--- config.mk ---
export PLATFORM = sky130hd
export DESIGN_NAME = delimited_frame_unpacker_top_flat
export DESIGN_NICKNAME = d
export VERILOG_FILES = /design/src/rtl/dfu_pkg.sv /design/src/rtl/dfu_if.sv /design/src/rtl/dfu_in_stage.sv /design/src/rtl/dfu_parse.sv /design/src/rtl/dfu_out_stage.sv /design/src/rtl/delimited_frame_unpacker_top.sv /design/src/flat_wrapper.sv
export SDC_FILE = /design/constraint.sdc
export NUM_CORES = 1
export LEC_CHECK = 0
export BUFFER_PORTS_ARGS = -buffer_cell sky130_fd_sc_hd__buf_2
export CORE_MARGIN = 8
export CORE_UTILIZATION = 57
export CTS_BUF_LIST = sky130_fd_sc_hd__clkbuf_4
export CTS_CLUSTER_DIAMETER = 80
export DETAILED_ROUTE_END_ITERATION = 16
export HOLD_SLACK_MARGIN = 0.1
export PLACE_DENSITY = 0.8
export RECOVER_POWER = 50
export SETUP_SLACK_MARGIN = 0.15
export SYNTH_ARGS = -nofsm -noshare
export SYNTH_HDL_FRONTEND = slang
export SYNTH_SLANG_ARGS = --single-unit
--- constraint.sdc ---
create_clock -name clk_i -period 5.4 [get_ports clk_i]
set_clock_uncertainty 0.05 [all_clocks]
set_input_delay 0 -clock clk_i [delete_from_list [all_inputs] [get_ports clk_i]]
set_output_delay 0 -clock clk_i [all_outputs]
set_load 0.005 [all_outputs]
--- src/rtl/dfu_pkg.sv ---
// Shared types and constants of the delimited frame unpacker.
package dfu_pkg;

  localparam int unsigned ByteW   = 8;
  localparam int unsigned WordW   = 32;
  localparam int unsigned CfgIdxW = 8;

  // First payload position: start marker plus three 4-byte header words
  localparam logic [WordW-1:0] HeaderBytes = 32'd13;
  localparam logic [WordW-1:0] PosMax      = '1;

  localparam logic [ByteW-1:0] StartMarkerRst = 8'hAA;
  localparam logic [ByteW-1:0] EndMarkerRst   = 8'h55;

  typedef enum logic [CfgIdxW-1:0] {
    CFG_START_MARKER = 8'd0,
    CFG_END_MARKER   = 8'd1
  } cfg_idx_e;

  typedef enum logic [1:0] {
    STATUS_OK      = 2'd0,
    STATUS_INVALID = 2'd1,
    STATUS_OVERRUN = 2'd2
  } status_e;

  typedef struct packed {
    logic [ByteW-1:0] start_marker;
    logic [ByteW-1:0] end_marker;
  } cfg_t;

  typedef struct packed {
    logic [ByteW-1:0] rx_byte;
    logic             buffer_last;
  } item_t;

  typedef struct packed {
    logic             payload_valid;
    logic [ByteW-1:0] payload_byte;
    logic             frame_done;
    status_e          status;
    logic [WordW-1:0] frame_timestamp;
    logic [WordW-1:0] payload_length;
    logic [WordW-1:0] frame_ident;
  } result_t;

endpackage

--- src/rtl/dfu_if.sv ---
// Handshake channel interfaces: received bytes, results and configuration writes.
interface dfu_in_if;
  logic       valid;
  logic       ready;
  logic [7:0] rx_byte;
  logic       buffer_last;

  modport source (output valid, output rx_byte, output buffer_last, input ready);
  modport sink   (input valid, input rx_byte, input buffer_last, output ready);
endinterface

interface dfu_out_if;
  logic        valid;
  logic        ready;
  logic        payload_valid;
  logic [7:0]  payload_byte;
  logic        frame_done;
  logic [1:0]  status;
  logic [31:0] frame_timestamp;
  logic [31:0] payload_length;
  logic [31:0] frame_ident;

  modport source (output valid, output payload_valid, output payload_byte,
                  output frame_done, output status, output frame_timestamp,
                  output payload_length, output frame_ident, input ready);
  modport sink   (input valid, input payload_valid, input payload_byte,
                  input frame_done, input status, input frame_timestamp,
                  input payload_length, input frame_ident, output ready);
endinterface

interface dfu_cfg_if;
  logic       valid;
  logic       ready;
  logic [7:0] index;
  logic [7:0] data;

  modport source (output valid, output index, output data, input ready);
  modport sink   (input valid, input index, input data, output ready);
endinterface

--- src/rtl/dfu_in_stage.sv ---
// Input register: holds one accepted byte until the parser hands it on.
module dfu_in_stage
  import dfu_pkg::*;
(
  input  logic      clk_i,
  input  logic      rst_ni,
  dfu_in_if.sink    rx_i,
  input  logic      advance_i,
  output logic      valid_o,
  output item_t     item_o
);

  logic  valid_q, valid_d;
  item_t item_q;
  logic  accept;

  // Take a new byte when empty or when the held one moves on this cycle
  assign rx_i.ready = !valid_q || advance_i;
  assign accept     = rx_i.valid && rx_i.ready;

  always_comb begin
    valid_d = valid_q;
    if (accept) begin
      valid_d = 1'b1;
    end else if (advance_i) begin
      valid_d = 1'b0;
    end
  end

  always_ff @(posedge clk_i or negedge rst_ni) begin
    if (!rst_ni) begin
      valid_q <= 1'b0;
    end else begin
      valid_q <= valid_d;
    end
  end

  always_ff @(posedge clk_i) begin
    if (accept) begin
      item_q.rx_byte     <= rx_i.rx_byte;
      item_q.buffer_last <= rx_i.buffer_last;
    end
  end

  assign valid_o = valid_q;
  assign item_o  = item_q;

endmodule

--- src/rtl/dfu_parse.sv ---
// Frame parser: position counter, header shift registers and result logic.
module dfu_parse
  import dfu_pkg::*;
(
  input  logic    clk_i,
  input  logic    rst_ni,
  input  logic    advance_i,
  input  item_t   item_i,
  input  cfg_t    cfg_i,
  output result_t result_o
);

  logic [WordW-1:0] pos_q, pos_d;
  logic [WordW-1:0] stamp_q, stamp_d;
  logic [WordW-1:0] length_q, length_d;
  logic [WordW-1:0] ident_q, ident_d;
  logic             start_ok_q, start_ok_d;
  logic             in_payload;
  logic             frame_bad;
  logic [WordW-1:0] byte_ext;

  assign byte_ext   = {{(WordW-ByteW){1'b0}}, item_i.rx_byte};
  assign in_payload = (pos_q >= HeaderBytes) && ((pos_q - HeaderBytes) < length_q);
  assign frame_bad  = (pos_q < HeaderBytes) || !start_ok_q
                      || (item_i.rx_byte != cfg_i.end_marker);

  always_comb begin
    pos_d      = pos_q;
    stamp_d    = stamp_q;
    length_d   = length_q;
    ident_d    = ident_q;
    start_ok_d = start_ok_q;
    result_o   = '0;

    if (item_i.buffer_last) begin
      // Close the frame and drop all collected state
      result_o.frame_done = 1'b1;
      if (frame_bad) begin
        result_o.status = STATUS_INVALID;
      end else begin
        result_o.status          = in_payload ? STATUS_OVERRUN : STATUS_OK;
        result_o.frame_timestamp = stamp_q;
        result_o.payload_length  = length_q;
        result_o.frame_ident     = ident_q;
      end
      pos_d      = '0;
      stamp_d    = '0;
      length_d   = '0;
      ident_d    = '0;
      start_ok_d = 1'b0;
    end else begin
      if (pos_q == '0) begin
        start_ok_d = (item_i.rx_byte == cfg_i.start_marker);
      end else if (pos_q <= 32'd4) begin
        stamp_d = {stamp_q[WordW-ByteW-1:0], item_i.rx_byte};
      end else if (pos_q <= 32'd8) begin
        length_d = {length_q[WordW-ByteW-1:0], item_i.rx_byte};
      end else if (pos_q <= 32'd12) begin
        ident_d = {ident_q[WordW-ByteW-1:0], item_i.rx_byte};
      end
      if (in_payload) begin
        result_o.payload_valid = 1'b1;
        result_o.payload_byte  = byte_ext[ByteW-1:0];
      end
      // Saturate rather than wrap on very long frames
      if (pos_q != PosMax) begin
        pos_d = pos_q + 32'd1;
      end
    end
  end

  always_ff @(posedge clk_i or negedge rst_ni) begin
    if (!rst_ni) begin
      pos_q      <= '0;
      stamp_q    <= '0;
      length_q   <= '0;
      ident_q    <= '0;
      start_ok_q <= 1'b0;
    end else if (advance_i) begin
      pos_q      <= pos_d;
      stamp_q    <= stamp_d;
      length_q   <= length_d;
      ident_q    <= ident_d;
      start_ok_q <= start_ok_d;
    end
  end

endmodule

--- src/rtl/dfu_out_stage.sv ---
// Result register: holds one result until the downstream side takes it.
module dfu_out_stage
  import dfu_pkg::*;
(
  input  logic      clk_i,
  input  logic      rst_ni,
  input  logic      load_i,
  input  result_t   result_i,
  output logic      space_o,
  dfu_out_if.source res_o
);

  logic    valid_q, valid_d;
  result_t result_q;

  assign space_o = !valid_q || res_o.ready;

  always_comb begin
    valid_d = valid_q;
    if (load_i) begin
      valid_d = 1'b1;
    end else if (res_o.ready) begin
      valid_d = 1'b0;
    end
  end

  always_ff @(posedge clk_i or negedge rst_ni) begin
    if (!rst_ni) begin
      valid_q <= 1'b0;
    end else begin
      valid_q <= valid_d;
    end
  end

  always_ff @(posedge clk_i) begin
    if (load_i) begin
      result_q <= result_i;
    end
  end

  assign res_o.valid           = valid_q;
  assign res_o.payload_valid   = result_q.payload_valid;
  assign res_o.payload_byte    = result_q.payload_byte;
  assign res_o.frame_done      = result_q.frame_done;
  assign res_o.status          = result_q.status;
  assign res_o.frame_timestamp = result_q.frame_timestamp;
  assign res_o.payload_length  = result_q.payload_length;
  assign res_o.frame_ident     = result_q.frame_ident;

endmodule

--- src/rtl/delimited_frame_unpacker_top.sv ---
// Top level of the delimited frame unpacker.
//
// Takes one received byte per item and gives exactly one result item per
// byte, in order. A byte passes through an input register, combinational
// parsing logic and a result register. Its result is presented on res_o
// once it is loaded into the result register, which takes it as soon as
// it has room. A new byte is accepted in every cycle while
// results are taken, i.e. one item per cycle sustained. The result register
// is the only stall point: while it holds an untaken result, the input
// register still takes one more byte, and only then does rx_i.ready drop.
// Byte 0 of a frame is checked against start_marker, bytes 1 to 12 are
// shifted in big-endian as timestamp, payload length and frame id, and later
// bytes that are not the buffer's last come out as payload while fewer than
// the declared length have gone out. The byte flagged buffer_last closes the
// frame with frame_done, a status (ok, invalid, or declared payload past
// the buffer) and the header fields, which read zero when the frame is
// invalid. Payload bytes of a bad frame are still passed out; only the
// closing status tells. Markers are written over cfg_i (index 0 start,
// index 1 end, others ignored); cfg_i is always ready and must only be
// written while the block is idle.
module delimited_frame_unpacker_top
  import dfu_pkg::*;
(
  input  logic      clk_i,
  input  logic      rst_ni,
  dfu_cfg_if.sink   cfg_i,
  dfu_in_if.sink    rx_i,
  dfu_out_if.source res_o
);

  cfg_t    cfg_q, cfg_d;
  item_t   item;
  result_t result;
  logic    item_valid;
  logic    out_space;
  logic    advance;

  // Marker registers: always ready, unknown indexes fall through untouched
  assign cfg_i.ready = 1'b1;

  always_comb begin
    cfg_d = cfg_q;
    if (cfg_i.valid) begin
      unique case (cfg_i.index)
        CFG_START_MARKER: cfg_d.start_marker = cfg_i.data;
        CFG_END_MARKER:   cfg_d.end_marker   = cfg_i.data;
        default:          cfg_d              = cfg_q;
      endcase
    end
  end

  always_ff @(posedge clk_i or negedge rst_ni) begin
    if (!rst_ni) begin
      cfg_q.start_marker <= StartMarkerRst;
      cfg_q.end_marker   <= EndMarkerRst;
    end else begin
      cfg_q <= cfg_d;
    end
  end

  // Move the held byte on whenever the result register has room
  assign advance = item_valid && out_space;

  dfu_in_stage u_in_stage (
    .clk_i     (clk_i),
    .rst_ni    (rst_ni),
    .rx_i      (rx_i),
    .advance_i (advance),
    .valid_o   (item_valid),
    .item_o    (item)
  );

  dfu_parse u_parse (
    .clk_i     (clk_i),
    .rst_ni    (rst_ni),
    .advance_i (advance),
    .item_i    (item),
    .cfg_i     (cfg_q),
    .result_o  (result)
  );

  dfu_out_stage u_out_stage (
    .clk_i    (clk_i),
    .rst_ni   (rst_ni),
    .load_i   (advance),
    .result_i (result),
    .space_o  (out_space),
    .res_o    (res_o)
  );

endmodule

--- src/flat_wrapper.sv ---
// flat-port wrapper written by rule: the top's interface ports become plain ports
module delimited_frame_unpacker_top_flat import dfu_pkg::*;
  (clk_i, rst_ni, cfg_i_valid, cfg_i_index, cfg_i_data, cfg_i_ready, rx_i_valid, rx_i_rx_byte, rx_i_buffer_last, rx_i_ready, res_o_valid, res_o_payload_valid, res_o_payload_byte, res_o_frame_done, res_o_status, res_o_frame_timestamp, res_o_payload_length, res_o_frame_ident, res_o_ready);
  dfu_cfg_if cfg_i_i ();
  dfu_in_if rx_i_i ();
  dfu_out_if res_o_i ();
  input  logic clk_i;
  input  logic rst_ni;
  input wire logic [$bits(cfg_i_i.valid)-1:0] cfg_i_valid;
  input wire logic [$bits(cfg_i_i.index)-1:0] cfg_i_index;
  input wire logic [$bits(cfg_i_i.data)-1:0] cfg_i_data;
  output wire logic [$bits(cfg_i_i.ready)-1:0] cfg_i_ready;
  input wire logic [$bits(rx_i_i.valid)-1:0] rx_i_valid;
  input wire logic [$bits(rx_i_i.rx_byte)-1:0] rx_i_rx_byte;
  input wire logic [$bits(rx_i_i.buffer_last)-1:0] rx_i_buffer_last;
  output wire logic [$bits(rx_i_i.ready)-1:0] rx_i_ready;
  output wire logic [$bits(res_o_i.valid)-1:0] res_o_valid;
  output wire logic [$bits(res_o_i.payload_valid)-1:0] res_o_payload_valid;
  output wire logic [$bits(res_o_i.payload_byte)-1:0] res_o_payload_byte;
  output wire logic [$bits(res_o_i.frame_done)-1:0] res_o_frame_done;
  output wire logic [$bits(res_o_i.status)-1:0] res_o_status;
  output wire logic [$bits(res_o_i.frame_timestamp)-1:0] res_o_frame_timestamp;
  output wire logic [$bits(res_o_i.payload_length)-1:0] res_o_payload_length;
  output wire logic [$bits(res_o_i.frame_ident)-1:0] res_o_frame_ident;
  input wire logic [$bits(res_o_i.ready)-1:0] res_o_ready;
  assign cfg_i_i.valid = cfg_i_valid;
  assign cfg_i_i.index = cfg_i_index;
  assign cfg_i_i.data = cfg_i_data;
  assign cfg_i_ready = cfg_i_i.ready;
  assign rx_i_i.valid = rx_i_valid;
  assign rx_i_i.rx_byte = rx_i_rx_byte;
  assign rx_i_i.buffer_last = rx_i_buffer_last;
  assign rx_i_ready = rx_i_i.ready;
  assign res_o_valid = res_o_i.valid;
  assign res_o_payload_valid = res_o_i.payload_valid;
  assign res_o_payload_byte = res_o_i.payload_byte;
  assign res_o_frame_done = res_o_i.frame_done;
  assign res_o_status = res_o_i.status;
  assign res_o_frame_timestamp = res_o_i.frame_timestamp;
  assign res_o_payload_length = res_o_i.payload_length;
  assign res_o_frame_ident = res_o_i.frame_ident;
  assign res_o_i.ready = res_o_ready;
  delimited_frame_unpacker_top u_core (.clk_i(clk_i), .rst_ni(rst_ni), .cfg_i(cfg_i_i), .rx_i(rx_i_i), .res_o(res_o_i));
endmodule
Word-level counts from Yosys, hierarchy flattened

Cells that the tools add are included.

Mux-type cells: 25
Reductions and logical operators: 28
Bitwise logic cells: 2
Eq/ne operators: 7
$add $sub $neg: 2
Magnitude comparators: 6

Operators with widths:

| cell                                                            | count |
|---|---|
| 2-to-1 mux 32 bit                                               | 14 |
| 2-to-1 mux 99 bit                                               | 1 |
| 2-to-1 mux 96 bit                                               | 1 |
| less-or-equal comparator 32 x 4 -> 1 bit, second input constant | 2 |
| adder 32 x 1 -> 32 bit, second input constant                   | 1 |
| >= comparator 32 x 4 -> 1 bit, second input constant            | 1 |
| less-or-equal comparator 32 x 3 -> 1 bit, second input constant | 1 |
| logical NOT 32 bit                                              | 1 |
| less-than comparator 32 bit                                     | 1 |
| less-than comparator 32 x 4 -> 1 bit, second input constant     | 1 |
| inequality test 32 bit, second input constant                   | 1 |
| subtractor 32 x 4 -> 32 bit, second input constant              | 1 |
| nonzero test 2 bit                                              | 7 |
| 2-to-1 mux 9 bit                                                | 1 |
| == test 8 x 1 -> 1 bit, second input constant                   | 1 |
| == test 8 bit                                                   | 1 |
| logical NOT 8 bit                                               | 1 |
| inequality test 8 bit                                           | 1 |
| AND reduction 2 bit                                             | 4 |
| 2-to-1 mux 1 bit                                                | 6 |
| inequality test 2 x 1 -> 1 bit, second input constant           | 3 |
| AND reduction 5 bit                                             | 1 |
| logical OR 1 bit                                                | 4 |
| 2-to-1 mux 2 bit                                                | 2 |
| other kinds (6)                                                 | 12 |

Output and inout bits: 111
Input port bits: 30
Logic and storage cells: 89
Bits in registers: 264

Logic depth before layout (Yosys ltp)

Depth in word-level cells: 6
Mapped depth: 14
Mapped depth without buffers: 12

Cells and area by module

From an unflattened synthesis, not the netlist that was laid out.

Cells, all modules: 1089
Area, all modules: 12473.2 sq um

By module, submodules not included:

| module                       | area an instance (sq um) | sequential area each (sq um) | instances | cells an instance |
|---|---|---|---|---|
| dfu_parse                    | 8171.6                   | 3228.1                       | 1         | 924 |
| dfu_out_stage                | 3290.7                   | 3268.1                       | 1         | 111 |
| delimited_frame_unpacker_top | 686.9                    | 410.4                        | 1         | 41 |
| dfu_in_stage                 | 324.1                    | 295.3                        | 1         | 13 |

Worst setup path before layout

No wires, ideal clock.

Kind: flip-flop to flip-flop
Start point: register u_core.u_parse.pos_q[11]
End point: register u_core.u_out_stage.result_q, in the netlist u_core.u_out_stage.res_o.status[1], data pin
Cell stages (with the launch flop): 13
Buffers on the path: 1
Required time: 5.094 ns
Arrival: 3.435 ns
Path slack: 1.659 ns
Clock period less this slack: 3.741 ns
Library setup time: 0.256 ns
Cell sequence: dfrtp_1 buf_2 nor4_2 nand4_1 nor4_1 nand3b_1 xnor2_1 ha_1 nand4_1 nor3_1 nand2_1 a31oi_1 and4b_1

Longest elaborated chain between the ends: 4
Elaborated cells between the ends (all ways): 9
Those cells by class: add/sub: 1; order compare: 3; mux: 1; reduce/logical: 4

RTL lines:

| item                                                                                | line                             | text |
|---|---|---|
| from (decl)                                                                         | dfu_parse.sv:13                  | `logic [WordW-1:0] pos_q, pos_d;` |
| from (signal assigned)                                                              | dfu_parse.sv:80                  | `pos_q <= pos_d;` |
| subtractor 32 x 4 -> 32 bit or less-than comparator 32 x 4 -> 1 bit (tied branches) | dfu_parse.sv:23, dfu_parse.sv:24 |  |
| less-than comparator 32 bit or logical OR 1 bit (tied branches)                     | dfu_parse.sv:23, dfu_parse.sv:24 |  |
| logical AND 1 bit or logical OR 1 bit (tied branches)                               | dfu_parse.sv:23, dfu_parse.sv:25 |  |
| 2-to-1 mux 2 bit or OR reduction 2 bit (tied branches)                              | -                                |  |
| to (signal assigned)                                                                | dfu_out_stage.sv:37              | `result_q <= result_i;` |
| to (decl)                                                                           | dfu_out_stage.sv:14              | `result_t result_q;` |

Several ways; a longest one is shown, not always the timed one.
A chain may end at the register's enable or synchronous reset.

Worst setup path after layout

Start point: register u_core.u_parse.pos_q[5]
End point: register u_core.u_out_stage.result_q, in the netlist u_core.u_out_stage.res_o.payload_byte[7], data pin

Longest elaborated chain between the ends: 5
Elaborated cells between the ends (all ways): 6
Those cells by class: add/sub: 1; order compare: 2; bitwise: 1; reduce/logical: 2

RTL lines:

| item                             | line            | text |
|---|---|---|
| subtractor 32 x 4 -> 32 bit      | dfu_parse.sv:23 | `assign in_payload = (pos_q >= HeaderBytes) && ((pos_q - HeaderBytes) < length_q);` |
| less-than comparator 32 bit      | dfu_parse.sv:23 |  |
| logical AND 1 bit (*)            | dfu_parse.sv:23 |  |
| NOT 1 bit (no line) (*)          | -               |  |
| OR reduction 2 bit (no line) (*) | -               |  |

Every way passes the cells marked *; elsewhere a longest branch is shown, timed or not.

==> impl_metrics.py <==
metrics = {
    "run_status": {
        "run_status": "finished, violations left",
        "violations_in_the_final_reports": "capacitance limit, slew limit",
    },
    "grt": {
        "grt_use_total_pct": 22.8,
        "globalRouteOverflowTotal": 0,
        "grt_first_pass_wirelength_mm": 49.3,
        "grt_pass1_vias": 9562,
        "grt_max_degree": 81,
        "antenna_found_initial": 1,
    },
    "placement": {
        "placement.setup.worst_slack_ns": 1.02,
        "dp_hpwl_mm": 19.5,
        "io_buffer_count": 139,
        "postPlaceCellArea_um2": 13300,
        "gp_congestion": 0.845,
    },
    "timing": {
        "max_slew_headroom_at_the_worst_pin_pct": -153,
        "grt_setup_unrepaired": "false",
        "timing.final.ws_setup_ns": 1.01,
        "timing_worst_slew_pin_value_ns": 3.80,
        "period_minus_slack_ns": 4.39,
        "final_hold_viol_count": 0,
        "setup-tns-final_ns": 0,
        "final-setup-viol-count": 0,
        "fmax_ghz": 0.228,
        "max_slew_vio_count": 195,
        "final_min_period_over_clock_period_pct": 81.4,
        "holdWs_ns": 0.181,
    },
    "worst_setup_path": {
        "setup.worst_path.start_class": "flip-flop",
        "critical_path_peak_fanout": 11,
        "crit_family": "simple AND/OR/NAND/NOR gates",
        "critical-path-slowest-cell": "nor4_1",
        "timing.critical_path.to_type": "flip-flop",
        "setup.worst_path.class": "flip-flop to flip-flop",
        "worst_path_largest_cell_delay_ns": 0.71,
        "crit-reg2reg-launch": "u_core.u_parse.pos_q[5]",
        "cp.required_ns": 5.79,
        "crit_arrival_ns": 4.78,
        "worstSetupStartpoint": "u_core.u_parse.pos_q[5]",
        "path_buf_inv": 0,
        "path_cells": "nor4_2 > nand4_1 > nor4_1 > nand3b_1 > xnor2_1 > ha_1 > a21oi_1 > nand2_1 > a221oi_1 > nand2_1 > nor4_1",
    },
    "finish": {
        "final_design_area_no_fill_um2": 14600,
        "area_growth_syn_to_layout_pct": 17.0,
        "drive_gt1_share_pct": 16.7,
        "fin_util_pct": 67.4,
        "layout.cells.most_common_list": "139 x dfrtp_1, 117 x edfxtp_1, 111 x clkbuf_4, 97 x and2_1, 84 x clkbuf_1",
        "layout.nets": 1370,
        "fillCellCount": 1660,
        "layout.cells.most_common": "dfrtp_1",
    },
    "cts": {
        "worstSkewPairLatency_ns": 0.65,
        "cts_buffer_depth": 3,
        "clock_tree_from_tritoncts": "built",
        "tritoncts_num_sinks": 264,
        "cts_root_buf": "clkbuf_4",
        "cts_inserted_buffers": 69,
        "cts.clk_slew.worst_paths_ns": 0.06,
        "cts_max_level": 3,
    },
    "drt": {
        "routed_wl_mm": 31.0,
        "first_pass_iters": 6,
        "wl_per_cell_um": 18.9,
        "routed-wl-met3_mm": 2.77,
        "met1Wirelength_mm": 12.6,
        "routed.top_layer": "met4",
        "routed-wl-met2_mm": 15.1,
        "drc": 0,
        "routed_via_density": 5.91,
        "ant_nets": 0,
        "drt_first_iter_violations": 921,
        "routed-via-count": 9674,
    },
    "floorplan": {
        "design.die.area_um2": 26900,
        "die_h_um": 164,
        "initial_core_utilization_pct": 57.7,
        "std_cell_rows": 54,
        "core_um2": 21700,
        "pin_count": 141,
        "die_w_um": 164,
    },
    "pwr": {
        "cellLeakagePower_nw": 5.94,
        "peakVddDrop_v": 0.000218,
        "power_density_nw_per_um2": 300,
    },
    "run": {
        "maxCapViolCount": 3,
    },
    "yosys": {
        "postSynth.topFlopCell": "dfrtp_1",
        "synth_area_per_cell_um2": 11.2,
        "post_syn_area_um2": 12500,
        "post_synth_num_cell_types": 55,
        "synth-async-reset-ratio_pct": 55.7,
        "syn_nets": 1178,
        "synth_cells": 1114,
        "ys_ff_latch": 264,
        "synth_enable_flop_cells": 117,
        "yosysSeqAreaShare_pct": 57.6,
        "yosys_warnings": 0,
    },
    "min_path": {
        "worstHoldStart": "res_o_ready",
        "min-delay-path-class": "input pin to flip-flop",
    },
}
## worst reg2reg max path, stage by stage, from the launching register on
cell and delay (ns):
dfrtp_1 0.50, nor4_2 0.47, nand4_1 0.44, nor4_1 0.71, nand3b_1 0.17, xnor2_1 0.16, ha_1 0.32, a21oi_1 0.16
nand2_1 0.06, a221oi_1 0.42, nand2_1 0.35, nor4_1 0.37
## where the power goes
part	internal [W]	leakage [nW]	total, W	switching (W)
registers	0.00220	3.18	0.00228	0.0000717
logic	0.000122	2.21	0.000350	0.000228
clock network	0.000976	0.547	0.00177	0.000793
total	0.00330	5.94	0.00440	0.00109
## per-layer routing
metal	vias to the layer above	track usage (%)
li1	4487	-
met1	4701	29.3
met2	437	37.5
met3	49	5.51
met4	0	7.56
met5	-	0
## registers in the layout, indices dropped and copies added (netlist names)
signal / count
u_core.u_parse.ident_q: 32
u_core.u_out_stage.res_o.payload_valid: 1
u_core.cfg_q: 16
u_core.u_in_stage.item_o: 9
u_core.u_out_stage.res_o.valid: 1
u_core.u_parse.start_ok_q: 1
u_core.u_parse.length_q: 32
u_core.u_out_stage.res_o.status: 2
u_core.u_out_stage.res_o.payload_byte: 8
u_core.u_out_stage.res_o.payload_length: 32
u_core.u_parse.stamp_q: 32
u_core.u_out_stage.res_o.frame_done: 1
u_core.u_in_stage.valid_o: 1
u_core.u_out_stage.res_o.frame_timestamp: 32
u_core.u_out_stage.res_o.frame_ident: 32
u_core.u_parse.pos_q: 32
## final timing paths
check	end	slack [ns]	cells after the start
max	u_core.u_out_stage.res_o.payload_byte[7]	1.01	11
min	u_core.u_out_stage.res_o.valid	0.18	4
max reg2reg	u_core.u_out_stage.res_o.payload_byte[7]	1.01	11
min reg2reg	u_core.u_parse.ident_q[24]	0.46	1
max in group asynchronous	u_core.u_parse.stamp_q[23]	1.09	4
min in group asynchronous	u_core.cfg_q[7]	1.75	4
## cell families (layout without fill, tap and decap cells)
| group | after synthesis | in the layout | synth area share [%] |
|---|---|---|---|
| buffers and inverters | 156 | 399 | 5.04 |
| multiplexers | 19 | 19 | 1.68 |
| other | 1 | 2 | 0.0300 |
| flip-flops | 264 | 264 | 57.6 |
| AO/OA/AOI/OAI | 232 | 232 | 12.9 |
| AND/OR/NAND/NOR | 362 | 362 | 16.2 |
| XOR/XNOR | 46 | 46 | 3.22 |
| adder cells (fa/ha/maj) | 34 | 34 | 3.40 |
## metrics by stage
stage	power, W	std cells
3_5_place_dp	0.00264	1466
3_3_place_gp	0.00263	1466
5_1_grt	0.00458	1638
2_1_floorplan	0.00247	1114
4_1_cts	0.00443	1637
6_report	0.00440	1638
## Yosys cell counts, types with 25 or more instances
library cell / count / area share [%]
clkbuf_1: 73 / 2.2
dfrtp_1: 139 / 28
inv_1: 69 / 2.1
o21ai_0: 77 / 3.1
o31ai_1: 29 / 1.7
a32o_1: 39 / 3.1
ha_1: 34 / 3.4
nand2_1: 74 / 2.2
nor2_1: 35 / 1.1
nor4_1: 25 / 1.3
edfxtp_1: 117 / 28
nand4_1: 34 / 1.7
o211ai_1: 32 / 1.9
xnor2_1: 27 / 1.9
and2_1: 98 / 4.9
## what timing repair did
action                                 in CTS  in global routing
hold buffers                               49                  0
endpoints found under the hold margin     117                  0
gates resized for setup                     0                  0
setup buffers                               0                  0
## area by class of cell
type,instances,area (µm²),share of cell area (%)
diodes,1,2.50,0.0171
well taps,280,350,2.40
multi-input cells,694,4680,32.0
flip-flops and latches,264,7200,49.2
clock buffers,111,833,5.70
repair buffers,207,1220,8.35
clock inverters,11,72.6,0.496
inverters,70,264,1.80
Power figures use the tool's default switching activity.
